--- config.mk ---
export PLATFORM = sky130hd
export DESIGN_NAME = ogr_csr
export DESIGN_NICKNAME = d
export VERILOG_FILES = /design/src/occupancy_grid_ray_update_defines.svh /design/src/ogr_pkg.sv /design/src/ogr_csr.sv
export SDC_FILE = /design/constraint.sdc
export NUM_CORES = 1
export LEC_CHECK = 0
export BUFFER_PORTS_ARGS = -buffer_cell sky130_fd_sc_hd__buf_2
export CELL_PAD_IN_SITES_DETAIL_PLACEMENT = 0
export CELL_PAD_IN_SITES_GLOBAL_PLACEMENT = 1
export CORE_ASPECT_RATIO = 2
export CORE_MARGIN = 5
export CORE_UTILIZATION = 28
export CTS_CLUSTER_SIZE = 28
export DETAILED_ROUTE_END_ITERATION = 7
export PLACE_DENSITY_LB_ADDON = 0.08
export SYNTH_ARGS = -nofsm -noshare
export SYNTH_HDL_FRONTEND = slang
export SYNTH_SLANG_ARGS = --single-unit
--- constraint.sdc ---
create_clock -name clock -period 1.3 [get_ports clock]
set_input_delay 0.13 -clock clock [delete_from_list [all_inputs] [get_ports clock]]
set_output_delay 0.13 -clock clock [all_outputs]
set_load 0.005 [all_outputs]
--- src/occupancy_grid_ray_update_defines.svh ---
// Shared assertion macros for the occupancy grid block.
// Every macro samples on the rising edge of clock and stays quiet in reset.
`ifndef OCCUPANCY_GRID_RAY_UPDATE_DEFINES_SVH
`define OCCUPANCY_GRID_RAY_UPDATE_DEFINES_SVH

// Same-cycle implication.
`define OGR_ASSERT_NOW(label, pre, post, msg) \
   label: assert property (@(posedge clock) disable iff (reset) (pre) |-> (post)) \
      else $error(msg);

// Next-cycle implication.
`define OGR_ASSERT_NEXT(label, pre, post, msg) \
   label: assert property (@(posedge clock) disable iff (reset) (pre) |=> (post)) \
      else $error(msg);

`endif

--- src/ogr_pkg.sv ---
`default_nettype none
package ogr_pkg;

   localparam int MAX_WIDTH       = 256;
   localparam int MAX_HEIGHT      = 256;
   localparam int MAX_GROW_POINTS = 16;

   localparam int ADDR_W = $clog2(MAX_WIDTH * MAX_HEIGHT);
   localparam int XC_W   = $clog2(MAX_WIDTH);
   localparam int YC_W   = $clog2(MAX_HEIGHT);
   localparam int DIM_W  = 9;
   localparam int PAT_W  = 3;
   localparam int COORD_W = 13;
   localparam int POS_W  = 15;
   localparam int ERR_W  = 16;
   localparam int GI_W   = $clog2(MAX_GROW_POINTS);
   localparam int GC_W   = GI_W + 1;

   typedef logic [1:0] cell_type;
   localparam cell_type CELL_FREE        = 2'd0;
   localparam cell_type CELL_OBSTACLE    = 2'd1;
   localparam cell_type CELL_GROWING     = 2'd2;
   localparam cell_type CELL_UNDELETABLE = 2'd3;

   localparam logic [1:0] ACT_CLEAR   = 2'd0;
   localparam logic [1:0] ACT_RAY     = 2'd1;
   localparam logic [1:0] ACT_CONVERT = 2'd2;
   localparam logic [1:0] ACT_READ    = 2'd3;

   localparam logic [PAT_W-1:0] PAT_NONE     = 3'd0;
   localparam logic [PAT_W-1:0] PAT_CIRCLE16 = 3'd1;
   localparam logic [PAT_W-1:0] PAT_STAR16   = 3'd2;
   localparam logic [PAT_W-1:0] PAT_STAR12   = 3'd3;
   localparam logic [PAT_W-1:0] PAT_CIRCLE8  = 3'd4;

   localparam logic [1:0] REG_WIDTH   = 2'd0;
   localparam logic [1:0] REG_HEIGHT  = 2'd1;
   localparam logic [1:0] REG_PATTERN = 2'd2;

   localparam logic [DIM_W-1:0] DIM_MIN = DIM_W'(3);
   localparam logic [DIM_W-1:0] WIDTH_MAX  = DIM_W'(MAX_WIDTH);
   localparam logic [DIM_W-1:0] HEIGHT_MAX = DIM_W'(MAX_HEIGHT);
   localparam logic [DIM_W-1:0] DIM_RESET  = DIM_W'(256);

   typedef logic signed [3:0] goff_type;
   typedef goff_type gtab_type [16];

   localparam gtab_type C16_DX = '{3, 3, 2, 1, 0, -1, -2, -3, -3, -3, -2, -1, 0, 1, 2, 3};
   localparam gtab_type C16_DY = '{0, -1, -2, -3, -3, -3, -2, -1, 0, 1, 2, 3, 3, 3, 2, 1};
   localparam gtab_type S16_DX = '{4, -4, -4, 4, 3, -3, -3, 3, 2, -2, -2, 2, 1, -1, -1, 1};
   localparam gtab_type S16_DY = '{4, 4, -4, -4, 3, 3, -3, -3, 2, 2, -2, -2, 1, 1, -1, -1};
   localparam gtab_type S12_DX = '{3, -3, -3, 3, 2, -2, -2, 2, 1, -1, -1, 1, 0, 0, 0, 0};
   localparam gtab_type S12_DY = '{3, 3, -3, -3, 2, 2, -2, -2, 1, 1, -1, -1, 0, 0, 0, 0};
   localparam gtab_type C8_DX  = '{2, 1, 0, -1, -2, -1, 0, 1, 0, 0, 0, 0, 0, 0, 0, 0};
   localparam gtab_type C8_DY  = '{0, 1, 2, 1, 0, -1, -2, -1, 0, 0, 0, 0, 0, 0, 0, 0};

   typedef struct packed {
      logic [DIM_W-1:0] width;
      logic [DIM_W-1:0] height;
      logic [PAT_W-1:0] pattern;
   } cfg_type;

   typedef struct packed {
      logic              we;
      logic              re;
      logic [ADDR_W-1:0] addr;
      cell_type          wdata;
   } mem_req_type;

   function automatic logic [GC_W-1:0] grow_count(input logic [PAT_W-1:0] p);
      logic [GC_W-1:0] c;
      case (p)
         PAT_CIRCLE16: c = GC_W'(16);
         PAT_STAR16:   c = GC_W'(16);
         PAT_STAR12:   c = GC_W'(12);
         PAT_CIRCLE8:  c = GC_W'(8);
         default:      c = '0;
      endcase
      if (c > GC_W'(MAX_GROW_POINTS)) c = GC_W'(MAX_GROW_POINTS);
      return c;
   endfunction

   function automatic goff_type grow_dx(input logic [PAT_W-1:0] p, input logic [3:0] i);
      goff_type d;
      case (p)
         PAT_CIRCLE16: d = C16_DX[i];
         PAT_STAR16:   d = S16_DX[i];
         PAT_STAR12:   d = S12_DX[i];
         PAT_CIRCLE8:  d = C8_DX[i];
         default:      d = '0;
      endcase
      return d;
   endfunction

   function automatic goff_type grow_dy(input logic [PAT_W-1:0] p, input logic [3:0] i);
      goff_type d;
      case (p)
         PAT_CIRCLE16: d = C16_DY[i];
         PAT_STAR16:   d = S16_DY[i];
         PAT_STAR12:   d = S12_DY[i];
         PAT_CIRCLE8:  d = C8_DY[i];
         default:      d = '0;
      endcase
      return d;
   endfunction

endpackage
`default_nettype wire

--- src/ogr_csr.sv ---
`default_nettype none
module ogr_csr import ogr_pkg::*; (
   input  wire logic        clock,
   input  wire logic        reset,
   input  wire logic        psel,
   input  wire logic        penable,
   input  wire logic        pwrite,
   input  wire logic [3:0]  paddr,
   input  wire logic [31:0] pwdata,
   output logic [31:0]      prdata,
   output logic             pready,
   output cfg_type          cfg
);

   logic [DIM_W-1:0] width_ff, width_in;
   logic [DIM_W-1:0] height_ff, height_in;
   logic [PAT_W-1:0] pattern_ff, pattern_in;
   logic             wr_en;

   assign pready = 1'b1;
   assign wr_en  = psel && penable && pwrite;

   always_comb begin
      width_in   = width_ff;
      height_in  = height_ff;
      pattern_in = pattern_ff;
      if (wr_en) begin
         case (paddr[3:2])
            REG_WIDTH:   width_in   = pwdata[DIM_W-1:0];
            REG_HEIGHT:  height_in  = pwdata[DIM_W-1:0];
            REG_PATTERN: pattern_in = pwdata[PAT_W-1:0];
            default: ;
         endcase
      end
   end

   always_ff @(posedge clock) begin
      if (reset) begin
         width_ff   <= DIM_RESET;
         height_ff  <= DIM_RESET;
         pattern_ff <= PAT_NONE;
      end else begin
         width_ff   <= width_in;
         height_ff  <= height_in;
         pattern_ff <= pattern_in;
      end
   end

   always_comb begin
      case (paddr[3:2])
         REG_WIDTH:   prdata = 32'(width_ff);
         REG_HEIGHT:  prdata = 32'(height_ff);
         REG_PATTERN: prdata = 32'(pattern_ff);
         default:     prdata = '0;
      endcase
   end

   // clamp size into the supported range
   always_comb begin
      cfg.width   = (width_ff < DIM_MIN) ? DIM_MIN :
                    (width_ff > WIDTH_MAX) ? WIDTH_MAX : width_ff;
      cfg.height  = (height_ff < DIM_MIN) ? DIM_MIN :
                    (height_ff > HEIGHT_MAX) ? HEIGHT_MAX : height_ff;
      cfg.pattern = pattern_ff;
   end

endmodule
`default_nettype wire

==> metrics.cfg <==
[critical_path]
worstSetupEndpointType = output port
r2r-start = height_ff[8]$_SDFFE_PP1P_
crit_start = width_ff[3]$_SDFFE_PP0P_
path_class = reg2out
crit_fanout = 2
worstPathArrival_ps = 1270
critPathLaunchType = flip-flop
worstPathRequired_ps = 1170

[status]
status = complete, but fails checks
violations = negative setup slack

[floorplan]
core_um2 = 4820
num_rows = 36
dieArea_um2 = 6480
io_pins = 95
die_w_um = 59.5
initial_utilization_pct = 28.4
die_h_um = 109

[detailed_routing]
drtIter0Drc = 30
drc = 0
wl_per_cell_um = 14.2
vias = 1136
drt_pass1_iterations = 4
postRouteAntennaNets = 0
routed_wl_um = 3790
routed_via_density = 4.25

[cts]
clockBufferDepth = 2
numCtsBuffers = 3
clock_latency_ps = 250
tritoncts = built
clkSlewWorstSetupHoldPaths_ps = 90
htreeDepth = 1
cts_root_buf = clkbuf_8
clock_sinks = 21
ctsHoldBuffers = 0

[synthesis]
synthTopCellsByArea = dfxtp_1, mux2i_1, buf_4
synth-edff-count = 0
synth_top_family_by_area = simple AND/OR/NAND/NOR gates
synthCells = 161
synth_common_cells = mux2i_1, nand2b_1, buf_4
synthMuxAreaShare_pct = 21.9
synth_top_flop_cell = dfxtp_1
synth_top_area_share_pct = 30.7
synth-seq-cells = 21
seq_area_frac_synth_pct = 30.7
synth_xor_xnor_area_share_pct = 0
ys_types = 21
synthSimpleGateAreaFrac_pct = 27.4
synth_most_common_cell = mux2i_1
synthAdderAreaFrac_pct = 0
yosysTopAreaCell = dfxtp_1
synth_compound_area_share_pct = 2.56
syn_avg_cell_area_um2 = 8.51
ys.warnings.count = 0
ys_async_sr_fraction_pct = 0
syn_area_um2 = 1370

[flow_run]
maxCapViolations = 0

[sta]
rsz0062_at_grt = true
tns_ps = -194
fin_crit_sh_pct = 108
fin_hold_ws_ps = 138
finalSetupViolCount = 2
setup_ws_ps = -105
clock_skew_ps = 0
slew_violations = 0
finalCriticalPeriod_ps = 1400
max_freq_mhz = 712
hold_viol = 0

[placement]
post-place-cells = 263
dp.final_hpwl_um = 3130
dpl_worst_slack_ps = 118
placed_area_um2 = 1620
gp_congestion = 0.805
place.port_buffers = 45

[global_route]
grt_pass1_vias = 1193
grt_max_degree = 31
overflow = 0
grt_use_total_pct = 12.1
grt_pass1_wl_um = 5950
antenna_found_initial = 0

[worst_hold_path]
hold_class = in2reg
min_from = pwdata[6]

[pwr]
finalPower_mw = 1.26
swShare_pct = 25.5
clkPwrFrac_pct = 34.7
powerDensity_nw_per_um2 = 746
pwr-share-comb_pct = 13.0
seqPwrFrac_pct = 52.3
p_leak_nw = 0.859
vdd_ir_drop_max_mv = 0.411
power_switching_mw = 0.322
internal-power_mw = 0.940

[cells_and_area]
layout.cells.non_filler = 267
antennaDiodeCount = 0
syn2layout_area_growth_pct = 23.5
drive_gt1_share_pct = 33.3
n_fill_cell = 537
final_core_util_pct = 35.1
nets = 252
final_area_um2 = 1690

-- flip-flops by register name (all words and copies together), names as in the netlist --
name and flops:
height_ff 9, width_ff 9, pattern_ff 3
-- metal layers --
metal	GRT usage, %	vias up	routed length [um]
met4	3.89	0	29
met3	2.13	2	253
met1	12.9	526	1310
li1	-	570	-
met5	0	-	0
met2	22.9	38	2200
-- final cells by class --
type	count	area (um2)	share of cell area [%]
sequential	21	425	25.1
multi-input combinational	127	826	48.8
clock inverter	1	5.00	0.296
timing repair buffer	58	323	19.1
clock buffer	3	41.3	2.44
tap	57	71.3	4.22
-- cell usage in the layout, fill, tap and decap left out --
cell type / count
clkbuf_8: 3
nor4_2: 1
nor2b_1: 12
clkinv_2: 1
nor3_1: 1
and2b_1: 1
buf_4: 13
buf_2: 45
mux2i_1: 30
nor2_1: 15
nand2b_1: 27
a21oi_2: 1
a21oi_1: 3
dfxtp_1: 17
nor3b_2: 1
o21ai_0: 3
nand2_1: 3
nand3_1: 1
dfxtp_2: 4
nand4_1: 1
or3b_1: 1
conb_1: 24
or3_1: 1
nor4_4: 1
-- worst paths after layout --
| check | to | slack [ps] | depth (start not counted) |
|---|---|---|---|
| worst min register to register | pattern_ff[1]$_SDFFE_PP0P_ | 490 | 2 |
| worst max-delay path | cfg[12] | -100 | 5 |
| worst min-delay path | width_ff[6]$_SDFFE_PP0P_ | 140 | 3 |
| worst max register to register | height_ff[8]$_SDFFE_PP1P_ | 530 | 3 |
-- critical path: stages (launching register included) --
cell and delay [ps]:
dfxtp_2 340, nor4_2 260, buf_4 150, a21oi_1 70
nor2_1 80, buf_2 110
-- cell families (layout without fill, tap and decap cells) --
kind of cell           count (synthesis)  count (layout)
AO/OA/AOI/OAI                          7               7
buffers and inverters                 35              62
flip-flops                            21              21
multiplexers                          30              30
other                                  2              24
AND/OR/NAND/NOR                       66              66
-- power groups by stage --
stage	logic [mW]	registers [mW]	clock network, mW
final	0.164	0.661	0.438
after detailed placement	0.160	0.675	0
after global routing	0.183	0.662	0.474
after CTS	0.162	0.661	0.452
after global placement	0.160	0.675	0
after floorplan	0.152	0.672	0
-- repair_timing --
| action | 4_1_cts | 5_1_grt |
|---|---|---|
| hold endpoints to repair | 0 | 0 |
| setup endpoints to repair | 4 | 4 |
| setup buffers | 0 | 0 |
| gates resized for setup | 6 | 2 |
| pin swaps | 3 | 0 |
(Power assumes the default switching activity.)
