**src/occupancy_grid_ray_update_defines.svh**
```systemverilog
// Shared assertion macros for the occupancy grid block.
// Every macro samples on the rising edge of clock and stays quiet in reset.
`ifndef OCCUPANCY_GRID_RAY_UPDATE_DEFINES_SVH
`define OCCUPANCY_GRID_RAY_UPDATE_DEFINES_SVH

// Same-cycle implication.
`define OGR_ASSERT_NOW(label, pre, post, msg) \
   label: assert property (@(posedge clock) disable iff (reset) (pre) |-> (post)) \
      else $error(msg);

// Next-cycle implication.
`define OGR_ASSERT_NEXT(label, pre, post, msg) \
   label: assert property (@(posedge clock) disable iff (reset) (pre) |=> (post)) \
      else $error(msg);

`endif

```
**src/ogr_pkg.sv**
```systemverilog
`default_nettype none
package ogr_pkg;

   localparam int MAX_WIDTH       = 256;
   localparam int MAX_HEIGHT      = 256;
   localparam int MAX_GROW_POINTS = 16;

   localparam int ADDR_W = $clog2(MAX_WIDTH * MAX_HEIGHT);
   localparam int XC_W   = $clog2(MAX_WIDTH);
   localparam int YC_W   = $clog2(MAX_HEIGHT);
   localparam int DIM_W  = 9;
   localparam int PAT_W  = 3;
   localparam int COORD_W = 13;
   localparam int POS_W  = 15;
   localparam int ERR_W  = 16;
   localparam int GI_W   = $clog2(MAX_GROW_POINTS);
   localparam int GC_W   = GI_W + 1;

   typedef logic [1:0] cell_type;
   localparam cell_type CELL_FREE        = 2'd0;
   localparam cell_type CELL_OBSTACLE    = 2'd1;
   localparam cell_type CELL_GROWING     = 2'd2;
   localparam cell_type CELL_UNDELETABLE = 2'd3;

   localparam logic [1:0] ACT_CLEAR   = 2'd0;
   localparam logic [1:0] ACT_RAY     = 2'd1;
   localparam logic [1:0] ACT_CONVERT = 2'd2;
   localparam logic [1:0] ACT_READ    = 2'd3;

   localparam logic [PAT_W-1:0] PAT_NONE     = 3'd0;
   localparam logic [PAT_W-1:0] PAT_CIRCLE16 = 3'd1;
   localparam logic [PAT_W-1:0] PAT_STAR16   = 3'd2;
   localparam logic [PAT_W-1:0] PAT_STAR12   = 3'd3;
   localparam logic [PAT_W-1:0] PAT_CIRCLE8  = 3'd4;

   localparam logic [1:0] REG_WIDTH   = 2'd0;
   localparam logic [1:0] REG_HEIGHT  = 2'd1;
   localparam logic [1:0] REG_PATTERN = 2'd2;

   localparam logic [DIM_W-1:0] DIM_MIN = DIM_W'(3);
   localparam logic [DIM_W-1:0] WIDTH_MAX  = DIM_W'(MAX_WIDTH);
   localparam logic [DIM_W-1:0] HEIGHT_MAX = DIM_W'(MAX_HEIGHT);
   localparam logic [DIM_W-1:0] DIM_RESET  = DIM_W'(256);

   typedef logic signed [3:0] goff_type;
   typedef goff_type gtab_type [16];

   localparam gtab_type C16_DX = '{3, 3, 2, 1, 0, -1, -2, -3, -3, -3, -2, -1, 0, 1, 2, 3};
   localparam gtab_type C16_DY = '{0, -1, -2, -3, -3, -3, -2, -1, 0, 1, 2, 3, 3, 3, 2, 1};
   localparam gtab_type S16_DX = '{4, -4, -4, 4, 3, -3, -3, 3, 2, -2, -2, 2, 1, -1, -1, 1};
   localparam gtab_type S16_DY = '{4, 4, -4, -4, 3, 3, -3, -3, 2, 2, -2, -2, 1, 1, -1, -1};
   localparam gtab_type S12_DX = '{3, -3, -3, 3, 2, -2, -2, 2, 1, -1, -1, 1, 0, 0, 0, 0};
   localparam gtab_type S12_DY = '{3, 3, -3, -3, 2, 2, -2, -2, 1, 1, -1, -1, 0, 0, 0, 0};
   localparam gtab_type C8_DX  = '{2, 1, 0, -1, -2, -1, 0, 1, 0, 0, 0, 0, 0, 0, 0, 0};
   localparam gtab_type C8_DY  = '{0, 1, 2, 1, 0, -1, -2, -1, 0, 0, 0, 0, 0, 0, 0, 0};

   typedef struct packed {
      logic [DIM_W-1:0] width;
      logic [DIM_W-1:0] height;
      logic [PAT_W-1:0] pattern;
   } cfg_type;

   typedef struct packed {
      logic              we;
      logic              re;
      logic [ADDR_W-1:0] addr;
      cell_type          wdata;
   } mem_req_type;

   function automatic logic [GC_W-1:0] grow_count(input logic [PAT_W-1:0] p);
      logic [GC_W-1:0] c;
      case (p)
         PAT_CIRCLE16: c = GC_W'(16);
         PAT_STAR16:   c = GC_W'(16);
         PAT_STAR12:   c = GC_W'(12);
         PAT_CIRCLE8:  c = GC_W'(8);
         default:      c = '0;
      endcase
      if (c > GC_W'(MAX_GROW_POINTS)) c = GC_W'(MAX_GROW_POINTS);
      return c;
   endfunction

   function automatic goff_type grow_dx(input logic [PAT_W-1:0] p, input logic [3:0] i);
      goff_type d;
      case (p)
         PAT_CIRCLE16: d = C16_DX[i];
         PAT_STAR16:   d = S16_DX[i];
         PAT_STAR12:   d = S12_DX[i];
         PAT_CIRCLE8:  d = C8_DX[i];
         default:      d = '0;
      endcase
      return d;
   endfunction

   function automatic goff_type grow_dy(input logic [PAT_W-1:0] p, input logic [3:0] i);
      goff_type d;
      case (p)
         PAT_CIRCLE16: d = C16_DY[i];
         PAT_STAR16:   d = S16_DY[i];
         PAT_STAR12:   d = S12_DY[i];
         PAT_CIRCLE8:  d = C8_DY[i];
         default:      d = '0;
      endcase
      return d;
   endfunction

endpackage
`default_nettype wire

```
**src/ogr_seq.sv**
```systemverilog
`default_nettype none
`include "occupancy_grid_ray_update_defines.svh"
module ogr_seq import ogr_pkg::*; (
   input  wire logic               clock,
   input  wire logic               reset,
   input  cfg_type                 cfg,
   input  wire logic               start,
   output logic                    busy,
   input  wire logic [1:0]         action,
   input  wire logic signed [COORD_W-1:0] start_x,
   input  wire logic signed [COORD_W-1:0] start_y,
   input  wire logic signed [COORD_W-1:0] end_x,
   input  wire logic signed [COORD_W-1:0] end_y,
   output mem_req_type             mem_req,
   input  cell_type                mem_rdata,
   output logic                    rsp_strobe,
   output cell_type                rsp_value
);

   typedef enum logic [3:0] {
      S_IDLE, S_CLR, S_CONV_RD, S_CONV_WR, S_RAY_ACC, S_RAY_CHK, S_RAY_STEP,
      S_STAMP, S_STAMP_ACC, S_STAMP_CHK, S_RD_ACC, S_RD_DATA
   } state_type;

   state_type state_ff;
   logic [XC_W-1:0]   cx_ff;
   logic [YC_W-1:0]   cy_ff;
   logic [ADDR_W-1:0] lin_ff;
   logic signed [POS_W-1:0] px_ff, py_ff;
   logic signed [POS_W-1:0] ex_ff, ey_ff;
   logic signed [ERR_W-1:0] err_ff;
   logic [COORD_W-1:0] dx_ff, dy_ff, n_ff, k_ff;
   logic              yneg_ff;
   cell_type          first_ff, last_ff;
   logic [GC_W-1:0]   si_ff;
   logic              strobe_ff;
   cell_type          value_ff;

   logic signed [POS_W-1:0] wpos, hpos;
   logic interior, inbound, k_first, k_last, sweep_end, border;
   logic [XC_W+DIM_W-1:0] prod;
   logic [ADDR_W-1:0] cell_addr;

   // ray setup from the incoming word
   logic signed [COORD_W:0] ddx, ddy;
   logic [COORD_W-1:0] adx, ady, an;
   logic lr;

   // one Bresenham step
   logic signed [ERR_W-1:0] e1, e2, dxs, dys;
   logic xadv, ystep;
   logic [GC_W-1:0] gcount;

   assign wpos = signed'(POS_W'(cfg.width));
   assign hpos = signed'(POS_W'(cfg.height));

   assign interior = px_ff > 0 && px_ff < wpos - 1 && py_ff > 0 && py_ff < hpos - 1;
   assign inbound  = px_ff >= 0 && px_ff < wpos && py_ff >= 0 && py_ff < hpos;
   assign k_first  = k_ff == '0;
   assign k_last   = k_ff == n_ff;

   assign prod      = py_ff[YC_W-1:0] * cfg.width;
   assign cell_addr = ADDR_W'(prod) + ADDR_W'(px_ff[XC_W-1:0]);

   assign sweep_end = DIM_W'(cx_ff) == cfg.width - 1 && DIM_W'(cy_ff) == cfg.height - 1;
   assign border    = cx_ff == '0 || DIM_W'(cx_ff) == cfg.width - 1 ||
                      cy_ff == '0 || DIM_W'(cy_ff) == cfg.height - 1;

   assign ddx = (COORD_W+1)'(start_x) - (COORD_W+1)'(end_x);
   assign ddy = (COORD_W+1)'(start_y) - (COORD_W+1)'(end_y);
   assign adx = ddx[COORD_W] ? COORD_W'(-ddx) : COORD_W'(ddx);
   assign ady = ddy[COORD_W] ? COORD_W'(-ddy) : COORD_W'(ddy);
   assign an  = (adx > ady) ? adx : ady;
   assign lr  = start_x < end_x;

   assign dxs   = signed'(ERR_W'(dx_ff));
   assign dys   = signed'(ERR_W'(dy_ff));
   assign xadv  = err_ff < dxs;
   assign e1    = xadv ? err_ff + dys : err_ff;
   assign ystep = e1 >= dxs;
   assign e2    = ystep ? e1 - dxs : e1;

   assign gcount = grow_count(cfg.pattern);

   always_comb begin
      mem_req.we    = 1'b0;
      mem_req.re    = 1'b0;
      mem_req.addr  = cell_addr;
      mem_req.wdata = CELL_FREE;
      case (state_ff)
         S_CLR: begin
            mem_req.we    = 1'b1;
            mem_req.addr  = lin_ff;
            mem_req.wdata = border ? CELL_UNDELETABLE : CELL_FREE;
         end
         S_CONV_RD: begin
            mem_req.re   = 1'b1;
            mem_req.addr = lin_ff;
         end
         S_CONV_WR: begin
            mem_req.we    = 1'b1;
            mem_req.addr  = lin_ff;
            mem_req.wdata = border ? CELL_UNDELETABLE :
                            (mem_rdata == CELL_GROWING) ? CELL_OBSTACLE : mem_rdata;
         end
         S_RAY_ACC: begin
            if (interior) begin
               if (k_first || k_last) begin
                  mem_req.we    = 1'b1;
                  mem_req.wdata = k_first ? first_ff : last_ff;
               end else begin
                  mem_req.re = 1'b1;
               end
            end
         end
         S_RAY_CHK: begin
            mem_req.we = mem_rdata != CELL_GROWING && mem_rdata != CELL_UNDELETABLE;
         end
         S_STAMP_ACC: mem_req.re = inbound;
         S_STAMP_CHK: begin
            mem_req.we    = mem_rdata != CELL_UNDELETABLE;
            mem_req.wdata = CELL_GROWING;
         end
         S_RD_ACC: mem_req.re = inbound;
         default: ;
      endcase
   end

   always_ff @(posedge clock) begin
      if (reset) begin
         state_ff  <= S_IDLE;
         strobe_ff <= 1'b0;
      end else begin
         strobe_ff <= 1'b0;
         case (state_ff)
            S_IDLE: begin
               if (start) begin
                  cx_ff  <= '0;
                  cy_ff  <= '0;
                  lin_ff <= '0;
                  k_ff   <= '0;
                  ex_ff  <= POS_W'(end_x);
                  ey_ff  <= POS_W'(end_y);
                  case (action)
                     ACT_CLEAR:   state_ff <= S_CLR;
                     ACT_CONVERT: state_ff <= S_CONV_RD;
                     ACT_RAY: begin
                        dx_ff  <= adx;
                        dy_ff  <= ady;
                        n_ff   <= an;
                        err_ff <= signed'(ERR_W'(an >> 1));
                        if (lr) begin
                           px_ff    <= POS_W'(start_x);
                           py_ff    <= POS_W'(start_y);
                           first_ff <= CELL_FREE;
                           last_ff  <= CELL_OBSTACLE;
                           yneg_ff  <= start_y > end_y;
                        end else begin
                           px_ff    <= POS_W'(end_x);
                           py_ff    <= POS_W'(end_y);
                           first_ff <= CELL_OBSTACLE;
                           last_ff  <= CELL_FREE;
                           yneg_ff  <= end_y > start_y;
                        end
                        state_ff <= S_RAY_ACC;
                     end
                     default: begin
                        px_ff    <= POS_W'(start_x);
                        py_ff    <= POS_W'(start_y);
                        state_ff <= S_RD_ACC;
                     end
                  endcase
               end
            end
            S_CLR, S_CONV_WR: begin
               if (sweep_end) begin
                  strobe_ff <= 1'b1;
                  value_ff  <= CELL_FREE;
                  state_ff  <= S_IDLE;
               end else begin
                  lin_ff <= lin_ff + 1'b1;
                  if (DIM_W'(cx_ff) == cfg.width - 1) begin
                     cx_ff <= '0;
                     cy_ff <= cy_ff + 1'b1;
                  end else begin
                     cx_ff <= cx_ff + 1'b1;
                  end
                  state_ff <= (state_ff == S_CLR) ? S_CLR : S_CONV_RD;
               end
            end
            S_CONV_RD: state_ff <= S_CONV_WR;
            S_RAY_ACC: begin
               if (interior && !k_first && !k_last) begin
                  state_ff <= S_RAY_CHK;
               end else if (k_last) begin
                  si_ff    <= '0;
                  state_ff <= S_STAMP;
               end else begin
                  state_ff <= S_RAY_STEP;
               end
            end
            S_RAY_CHK: state_ff <= S_RAY_STEP;
            S_RAY_STEP: begin
               err_ff <= e2;
               if (xadv) px_ff <= px_ff + 1'b1;
               if (ystep) py_ff <= yneg_ff ? py_ff - 1'b1 : py_ff + 1'b1;
               k_ff     <= k_ff + 1'b1;
               state_ff <= S_RAY_ACC;
            end
            S_STAMP: begin
               if (si_ff >= gcount) begin
                  strobe_ff <= 1'b1;
                  value_ff  <= CELL_FREE;
                  state_ff  <= S_IDLE;
               end else begin
                  px_ff    <= ex_ff + POS_W'(grow_dx(cfg.pattern, si_ff[3:0]));
                  py_ff    <= ey_ff + POS_W'(grow_dy(cfg.pattern, si_ff[3:0]));
                  state_ff <= S_STAMP_ACC;
               end
            end
            S_STAMP_ACC: begin
               if (inbound) begin
                  state_ff <= S_STAMP_CHK;
               end else begin
                  si_ff    <= si_ff + 1'b1;
                  state_ff <= S_STAMP;
               end
            end
            S_STAMP_CHK: begin
               si_ff    <= si_ff + 1'b1;
               state_ff <= S_STAMP;
            end
            S_RD_ACC: begin
               if (inbound) begin
                  state_ff <= S_RD_DATA;
               end else begin
                  strobe_ff <= 1'b1;
                  value_ff  <= CELL_FREE;
                  state_ff  <= S_IDLE;
               end
            end
            S_RD_DATA: begin
               strobe_ff <= 1'b1;
               value_ff  <= mem_rdata;
               state_ff  <= S_IDLE;
            end
            default: state_ff <= S_IDLE;
         endcase
      end
   end

   assign busy       = state_ff != S_IDLE;
   assign rsp_strobe = strobe_ff;
   assign rsp_value  = value_ff;

   `OGR_ASSERT_NOW(a_one_port_op, mem_req.we, !mem_req.re, "read and write in one cycle")
   `OGR_ASSERT_NOW(a_strobe_idle, rsp_strobe, !busy, "result shown while busy")
   `OGR_ASSERT_NEXT(a_start_busy, start && !busy, busy || rsp_strobe, "command dropped")
   `OGR_ASSERT_NEXT(a_read_used, mem_req.re,
      state_ff == S_CONV_WR || state_ff == S_RAY_CHK ||
      state_ff == S_STAMP_CHK || state_ff == S_RD_DATA, "read data unused")

endmodule
`default_nettype wire

```
**config.mk**
```make
export PLATFORM = sky130hd
export DESIGN_NAME = ogr_seq
export DESIGN_NICKNAME = d
export VERILOG_FILES = /design/src/ogr_pkg.sv /design/src/ogr_seq.sv
export VERILOG_INCLUDE_DIRS = /design/src /design/src/src
export SDC_FILE = /design/constraint.sdc
export NUM_CORES = 1
export LEC_CHECK = 0
export ABC_AREA = 1
export ABC_CLOCK_PERIOD_IN_PS = 11600
export BUFFER_PORTS_ARGS = -buffer_cell sky130_fd_sc_hd__buf_4
export CAP_MARGIN = 20
export CORE_ASPECT_RATIO = 0.8
export CORE_UTILIZATION = 53
export CTS_CLUSTER_SIZE = 24
export DETAILED_ROUTE_END_ITERATION = 10
export PLACE_DENSITY = 0.71
export SLEW_MARGIN = 15
export SYNTH_ARGS = -nofsm -noshare
export SYNTH_HDL_FRONTEND = slang
export SYNTH_SLANG_ARGS = --single-unit
```
**constraint.sdc**
```tcl
create_clock -name clock -period 11.6 [get_ports clock]
set_input_delay 1.74 -clock clock [delete_from_list [all_inputs] [get_ports clock]]
set_output_delay 1.74 -clock clock [all_outputs]
set_load 0.02 [all_outputs]
```
==> results of run 1 <==
==> cells by family (layout without fill, tap and decap cells) <==
kind of cell | after synthesis | after routing | share of synthesized area, %
mux | 1 | 1 | 0.0515
other cells | 0 | 2 | 0
flops | 171 | 171 | 26.1
xor+xnor | 78 | 78 | 3.65
compound gates | 448 | 448 | 13.2
fa+ha+maj | 274 | 274 | 19.8
simple gates | 1215 | 1215 | 26.9
buf+inv | 512 | 613 | 10.2
==> cell usage after synthesis (all sizes together) (4+ instances only) <==
cell	instances
a21oi	187
o22ai	4
or2	12
nor3b	7
nor4	11
fa	56
nand3	195
o21bai	9
ha	218
a21o	4
xnor2	20
buf	20
o2111ai	7
o221ai	4
o211ai	31
a21boi	5
edfxtp	166
o21ai	156
nand2	648
o21a	12
clkinv	6
clkbuf	28
o31ai	5
a31oi	10
xor2	58
a211oi	5
nand3b	18
a22oi	5
nor2	227
inv	458
nand4	39
dfxtp	5
and2	10
nor3	46
==> layer usage <==
metal  track usage [%]  vias to the layer above
met2              47.5                      762
li1                  -                     9119
met1              45.9                     8767
met4              7.42                        2
met3              6.39                       69
met5                 0                        -
==> worst paths after layout <==
path,startpoint,end,cells after the start
max reg2reg,err_ff[11],py_ff[1],20
min reg2reg,lin_ff[15],lin_ff[15],1
max,cfg[14],mem_req[16],20
min,lin_ff[15],lin_ff[15],1
==> stage by stage <==
stage | hold WS (ps) | worst slack, ps | cell area [um2]
floorplan | 562 | 3950 | 19500
detailed placement | 587 | 3780 | 20700
global placement | 580 | 3850 | 20700
finish | 605 | 3720 | 21300
CTS | 597 | 3770 | 21300
global route | 626 | 3410 | 21300
==> registers in the layout (all words and copies together) (netlist names), 2 cells and up <==
register / count
cx_ff: 8
cy_ff: 8
dx_ff: 13
dy_ff: 13
err_ff: 16
ex_ff: 13
ey_ff: 13
k_ff: 13
lin_ff: 16
n_ff: 13
px_ff: 15
py_ff: 15
rsp_value: 2
si_ff: 5
state_ff: 4
==> report_power, final <==
part           internal (W)  switching, W
clock network      0.000331      0.000295
registers          0.000897      0.000171
logic               0.00137       0.00234
total               0.00260       0.00281
==> worst register-to-register path, stage by stage, from the launching register on <==
cell      delay (ps)
edfxtp_1         490
ha_1             350
nand2_1          120
o21ai_0          480
a21boi_1         130
nand2_1          150
nand2_2          120
inv_2            340
o21ai_0          230
ha_1             420
nand2_1           90
o21ai_0          270
nand2_1           80
nand3_1          140
nor2_1            60
nor2_1           140
nor2_1            80
nand2_2          140
nand2_4          180
a21oi_1          190
buf_4            300
==> cell type report <==
cell class / count / area share [%]
antenna: 2 / 0.0235
sequential: 171 / 23.8
multi-input combinational: 2016 / 58.1
tap: 480 / 2.82
clock inverter: 15 / 0.938
clock buffer: 17 / 1.99
timing repair buffer: 117 / 4.12
inverter: 464 / 8.17
==> flow_metrics.env, run 1 <==
export IMPL_final_common_cell="nand2_1"
export IMPL_dp_cells=3248
export IMPL_synth_ff_type="edfxtp_1"
export IMPL_design_core_area_um2=36000
export IMPL_maxCapViolCount=0
export IMPL_synth_cell_types=59
export IMPL_grt_first_pass_wirelength_um=92400
export IMPL_post_cts_resized=0
export IMPL_die_area_um2=37500
export IMPL_cpPeakStageDelay_ps=540
export IMPL_grt_pass1_vias=17404
export IMPL_ant_nets=0
export IMPL_multi_input_area_um2=12400
export IMPL_overflow=0
export IMPL_vdd_drop_max_mv=0.563
export IMPL_worstPathRequired_ps=9860
export IMPL_status="completed"
export IMPL_hpwl_um=47000
export IMPL_finalSetupViolations=0
export IMPL_yosysSeqAreaShare_pct=26.1
export IMPL_die_x_um=216
export IMPL_die_h_um=173
export IMPL_grt_max_degree=43
export IMPL_worstSetupStartpointType="primary input"
export IMPL_netlist_top_cells_area="edfxtp_1 (26%), ha_1 (14%), nand2_1 (12%), inv_1 (8.7%), fa_1 (5.8%)"
export IMPL_cp_num_buf_inv=4
export IMPL_io_pins=104
export IMPL_ys_async_sr_fraction_pct=0
export IMPL_cpMaxStageDelayCell="fa_1"
export IMPL_final_nets=3141
export IMPL_drv_slew=0
export IMPL_hold_violations=0
export IMPL_syn_nets=3053
export IMPL_fmax_mhz=127
export IMPL_fin_util_pct=59.3
export IMPL_routabilityCongestion=0.984
export IMPL_wl_per_cell_um=17.7
export IMPL_wl_met1_um=27000
export IMPL_rows=62
export IMPL_routed_top_layer="met5"
export IMPL_worstMarginPinSlew_ps=1010
export IMPL_path_delay_family="adder cells"
export IMPL_setup_tns_ps=0
export IMPL_powerDensity_nw_per_um2=253
export IMPL_wl_met2_um=24700
export IMPL_p_total_w=0.00541
export IMPL_crit_arrival_ps=6140
export IMPL_critPathKind="in2out"
export IMPL_synth_top_area_share_pct=25.6
export IMPL_dr_wl_met3_um=5350
export IMPL_start_util_pct=54.0
export IMPL_ctsLongestPathBuffers=2
export IMPL_finalCriticalPeriod_ps=7880
export IMPL_holdCritPathClass="reg2reg"
export IMPL_port_buffers=103
export IMPL_p_leak_nw=10.5
export IMPL_drc_errors=0
export IMPL_insertion_delay_ps=460
export IMPL_synth_edf_count=166
export IMPL_synth_seq_cells=171
export IMPL_syn_cell_area_um2=19500
export IMPL_cts_setup_buffers=0
export IMPL_clk_transition_reported_paths_ps=80
export IMPL_first_pass_iters=5
export IMPL_worstPathCellList="buf_4, nand2_1, fa_1, inv_1, fa_1, fa_1, fa_1, ha_1, a21oi_1, o21ai_0, a21oi_1, o21ai_0, nand2_1, inv_1, o21ai_0, nand2_1, or2_2, nand3_1, o21ai_0, buf_4"
export IMPL_antenna_found_initial=4
export IMPL_cts_root_buf="clkbuf_16"
export IMPL_rsz0062_at_grt="no"
export IMPL_syn_inst=2699
export IMPL_fin_crit_sh_pct=68.0
export IMPL_clock_sinks=171
export IMPL_grtUsageTotal_pct=31.4
export IMPL_worstPathMaxFanout=11
export IMPL_regArea_um2=5080
export IMPL_syn_area_per_cell_um2=7.21
export IMPL_via_count=18719
export IMPL_viasPerCell=5.70
export IMPL_drt_iter0_drc=1739
export IMPL_mostFrequentLayoutCells="nand2_1 (638), inv_1 (453), nor2_1 (220)"
export IMPL_syn_to_final_growth_pct=9.65
export IMPL_fillers=3339
export IMPL_yosys_area_top_type="edfxtp_1"
export IMPL_cts_tree="built"
export IMPL_routed_wl_um=58100
export IMPL_cts_buffers=17
export IMPL_yosysWarnings=0
export IMPL_holdBufCountCts=0
export IMPL_drive_gt1_share_pct=7.50
export IMPL_crit_path_end_kind="output port"
export IMPL_fin_cells=3282
export IMPL_rrSetupSlack_ps=6740
export IMPL_skew_ps=17.4
export IMPL_ctsHtreeMaxLevel=4
export IMPL_relSlewSlack_pct=32.1
No activity file was read; power rests on OpenSTA's default activity.
==> inputs of run 2 (changes only) <==
ABC_AREA = 0   (was 1)
ABC_CLOCK_PERIOD_IN_PS = 6850   (was 11600)
PLACE_DENSITY = 0.74   (was 0.71)
clock period = 6.85 ns   (was 11.6 ns; I/O delays follow)
==> run 2 against run 1 <==
Compared with the run above: design area fell by 3.7%; die area is 4.3% lower; combinational power increased by 8.9%; sequential share of layout area increased by 0.93 points; first-iteration DRC count down 5.1%; clock skew down 5.7 ps; via count is 15% lower; worst setup slack worse by 3300 ps; area after synthesis down 4.3%; non-clock buffer count rose by 15; critical endpoint is now mem_req[17]; largest cell class unchanged.
==> flow_metrics.env, run 2 <==
export IMPL_fin_crit_sh_pct=94.2
export IMPL_status="completed"
export IMPL_worstPathRequired_ps=5820
export IMPL_io_pins=104
export IMPL_drive_gt1_share_pct=10.1
export IMPL_cpPeakStageDelay_ps=650
export IMPL_cpMaxStageDelayCell="edfxtp_1"
export IMPL_path_delay_family="adder cells"
export IMPL_die_area_um2=35900
export IMPL_syn_inst=2095
export IMPL_grt_pass1_vias=15060
export IMPL_insertion_delay_ps=460
export IMPL_ctsLongestPathBuffers=2
export IMPL_synth_top_area_share_pct=26.8
export IMPL_design_core_area_um2=34100
export IMPL_via_count=15883
export IMPL_synth_edf_count=166
export IMPL_synth_ff_type="edfxtp_1"
export IMPL_crit_path_end_kind="output port"
export IMPL_routabilityCongestion=0.980
export IMPL_place_area_um2=19900
export IMPL_fmax_mhz=155
export IMPL_maxCapViolCount=0
export IMPL_antenna_found_initial=0
export IMPL_routed_wl_um=49800
export IMPL_drt_iter0_drc=1651
export IMPL_final_nets=2531
export IMPL_hold_violations=0
export IMPL_port_buffers=103
export IMPL_synth_most_common_cell="ha_1"
export IMPL_yosys_area_top_type="edfxtp_1"
export IMPL_wl_per_cell_um=18.8
export IMPL_overflow=0
export IMPL_antenna_cells=0
export IMPL_syn_area_per_cell_um2=8.89
export IMPL_vdd_drop_max_mv=0.468
export IMPL_cpMostUsedCell="fa_1"
export IMPL_drc_errors=0
export IMPL_ys_async_sr_fraction_pct=0
export IMPL_grt_first_pass_wirelength_um=80700
export IMPL_start_util_pct=54.6
export IMPL_cts_setup_buffers=0
export IMPL_mostFrequentLayoutCells="ha_1 (218), inv_1 (197), nand2_1 (173)"
export IMPL_worstPathMaxFanout=13
export IMPL_rows=60
export IMPL_netlist_top_cells_area="edfxtp_1 (27%), ha_1 (15%), fa_1 (6.0%), xnor2_1 (5.3%), xor2_1 (4.3%)"
export IMPL_cts_root_buf="clkbuf_16"
export IMPL_reg_largest_list="err_ff x16, lin_ff x16"
export IMPL_post_cts_resized=0
export IMPL_syn_nets=2449
export IMPL_cts_tree="built"
export IMPL_fin_area_um2=20500
export IMPL_die_x_um=212
export IMPL_hpwl_um=39800
export IMPL_holdBufCountCts=0
export IMPL_syn_cell_area_um2=18600
export IMPL_drv_slew=0
export IMPL_p_leak_nw=8.74
export IMPL_worstPathCellList="and2_1, fa_1, fa_1, ha_1, inv_1, fa_1, inv_1, ha_1, nor2b_1, o21ai_0, a21boi_0, o21a_1, o21ai_0, a21oi_1, nor3_1, nor2_1, a211oi_1, buf_4"
export IMPL_ctsHtreeMaxLevel=4
export IMPL_die_h_um=170
export IMPL_worstMarginPinSlew_ps=1040
export IMPL_worstSetupStartpointType="register"
export IMPL_synth_seq_cells=171
export IMPL_cp_num_buf_inv=3
export IMPL_final_common_cell="ha_1"
export IMPL_holdCritPathClass="reg2reg"
export IMPL_setup_tns_ps=0
export IMPL_synth_cell_types=86
export IMPL_rrSetupSlack_ps=920
export IMPL_relSlewSlack_pct=30.7
export IMPL_ant_nets=0
export IMPL_finalSetupViolations=0
export IMPL_yosysSeqAreaShare_pct=27.3
export IMPL_skew_ps=11.7
export IMPL_clock_sinks=171
export IMPL_rsz0062_at_grt="no"
export IMPL_viasPerCell=5.98
export IMPL_grtUsageTotal_pct=28.6
export IMPL_yosysWarnings=0
export IMPL_syn_to_final_growth_pct=10.3
export IMPL_crit_arrival_ps=5430
export IMPL_critPathKind="reg2out"
export IMPL_cts_buffers=17
export IMPL_grt_max_degree=66
export IMPL_finalCriticalPeriod_ps=6450
export IMPL_clk_transition_reported_paths_ps=80
export IMPL_powerDensity_nw_per_um2=325
export IMPL_synth_common_cells="ha_1 (218), inv_1 (197), nand2_1 (173), nor2_1 (170), edfxtp_1 (166)"
export IMPL_first_pass_iters=7
run 2: cell count changes after synthesis, moves of 28 or more:
cell	before	now
nor2_1	220	170
nand3_1	191	58
clkbuf_1	28	61
xor2_1	56	91
xnor2_1	20	112
o21ai_0	149	94
nand2_1	638	173
mux2i_1	1	48
inv_1	453	197
nor2b_1	0	28
a21oi_1	187	136
and3_1	1	30
a21o_1	4	34
run 2: cell type report:
type                       instances  area [um2]
fill                            2998       13500
multi-input combinational       1656       12500
sequential                       171        5090
timing repair buffer             132         995
inverter                         199         747
tap                              465         582
clock buffer                      17         425
clock inverter                    14         170
run 2: worst paths after layout:
check                                  from           to  cells after the start
worst max-delay path               py_ff[4]  mem_req[17]                     18
worst max register to register    err_ff[2]    err_ff[5]                     18
worst min-delay path            state_ff[0]    lin_ff[1]                      1
worst min register to register  state_ff[0]    lin_ff[1]                      1
run 2: per-stage QoR:
stage | setup slack, ps | util, % | hold slack, ps | instances | total power, W
global route | 34.6 | 60.2 | 622 | 2654 | 0.00717
CTS | 423 | 60.2 | 598 | 2653 | 0.00666
floorplan | 470 | - | 579 | 2095 | 0.00442
finish | 395 | 60.2 | 599 | 2654 | 0.00667
global placement | 604 | 58.4 | 578 | 2621 | 0.00550
detailed placement | 434 | 58.5 | 580 | 2622 | 0.00562
run 2: cells by family (layout without fill, tap and decap cells):
kind of cell	count (synthesis)	after routing	synth area share (%)
buffers and inverters	268	362	5.46
xor gates and xnor gates	204	204	9.67
and+or+nand+nor	656	656	17.1
adders and majority gates	274	274	20.7
AOI/OAI and AO/OA	450	450	15.7
muxes	72	72	4.11
DFF	171	171	27.3
run 2: routing by layer:
metal	GRT usage [%]	wire (um)
met1	41.7	23200
met2	44.0	21800
met3	4.68	4060
met4	7.06	805
met5	0	0
run 2: worst reg2reg max path, cell delays in order (launching register included):
cell and delay, ps:
edfxtp_1 430, ha_1 330, a211oi_1 270, o21ai_0 140, a2111oi_0 480, o21ai_0 210, nand3b_2 150, buf_4 220
mux2_2 370, ha_1 340, and3_1 230, a221oi_2 330, a21oi_2 160, a31oi_1 230, o21ai_1 150, or4b_4 510
o211a_1 470, mux2_4 390, mux2_2 270
run 2: report_power, final:
| part | switching (W) | internal [W] | leakage [nW] |
|---|---|---|---|
| Sequential | 0.000196 | 0.00142 | 1.58 |
| Clock | 0.000449 | 0.000574 | 0.289 |
| Combinational | 0.00235 | 0.00169 | 6.87 |
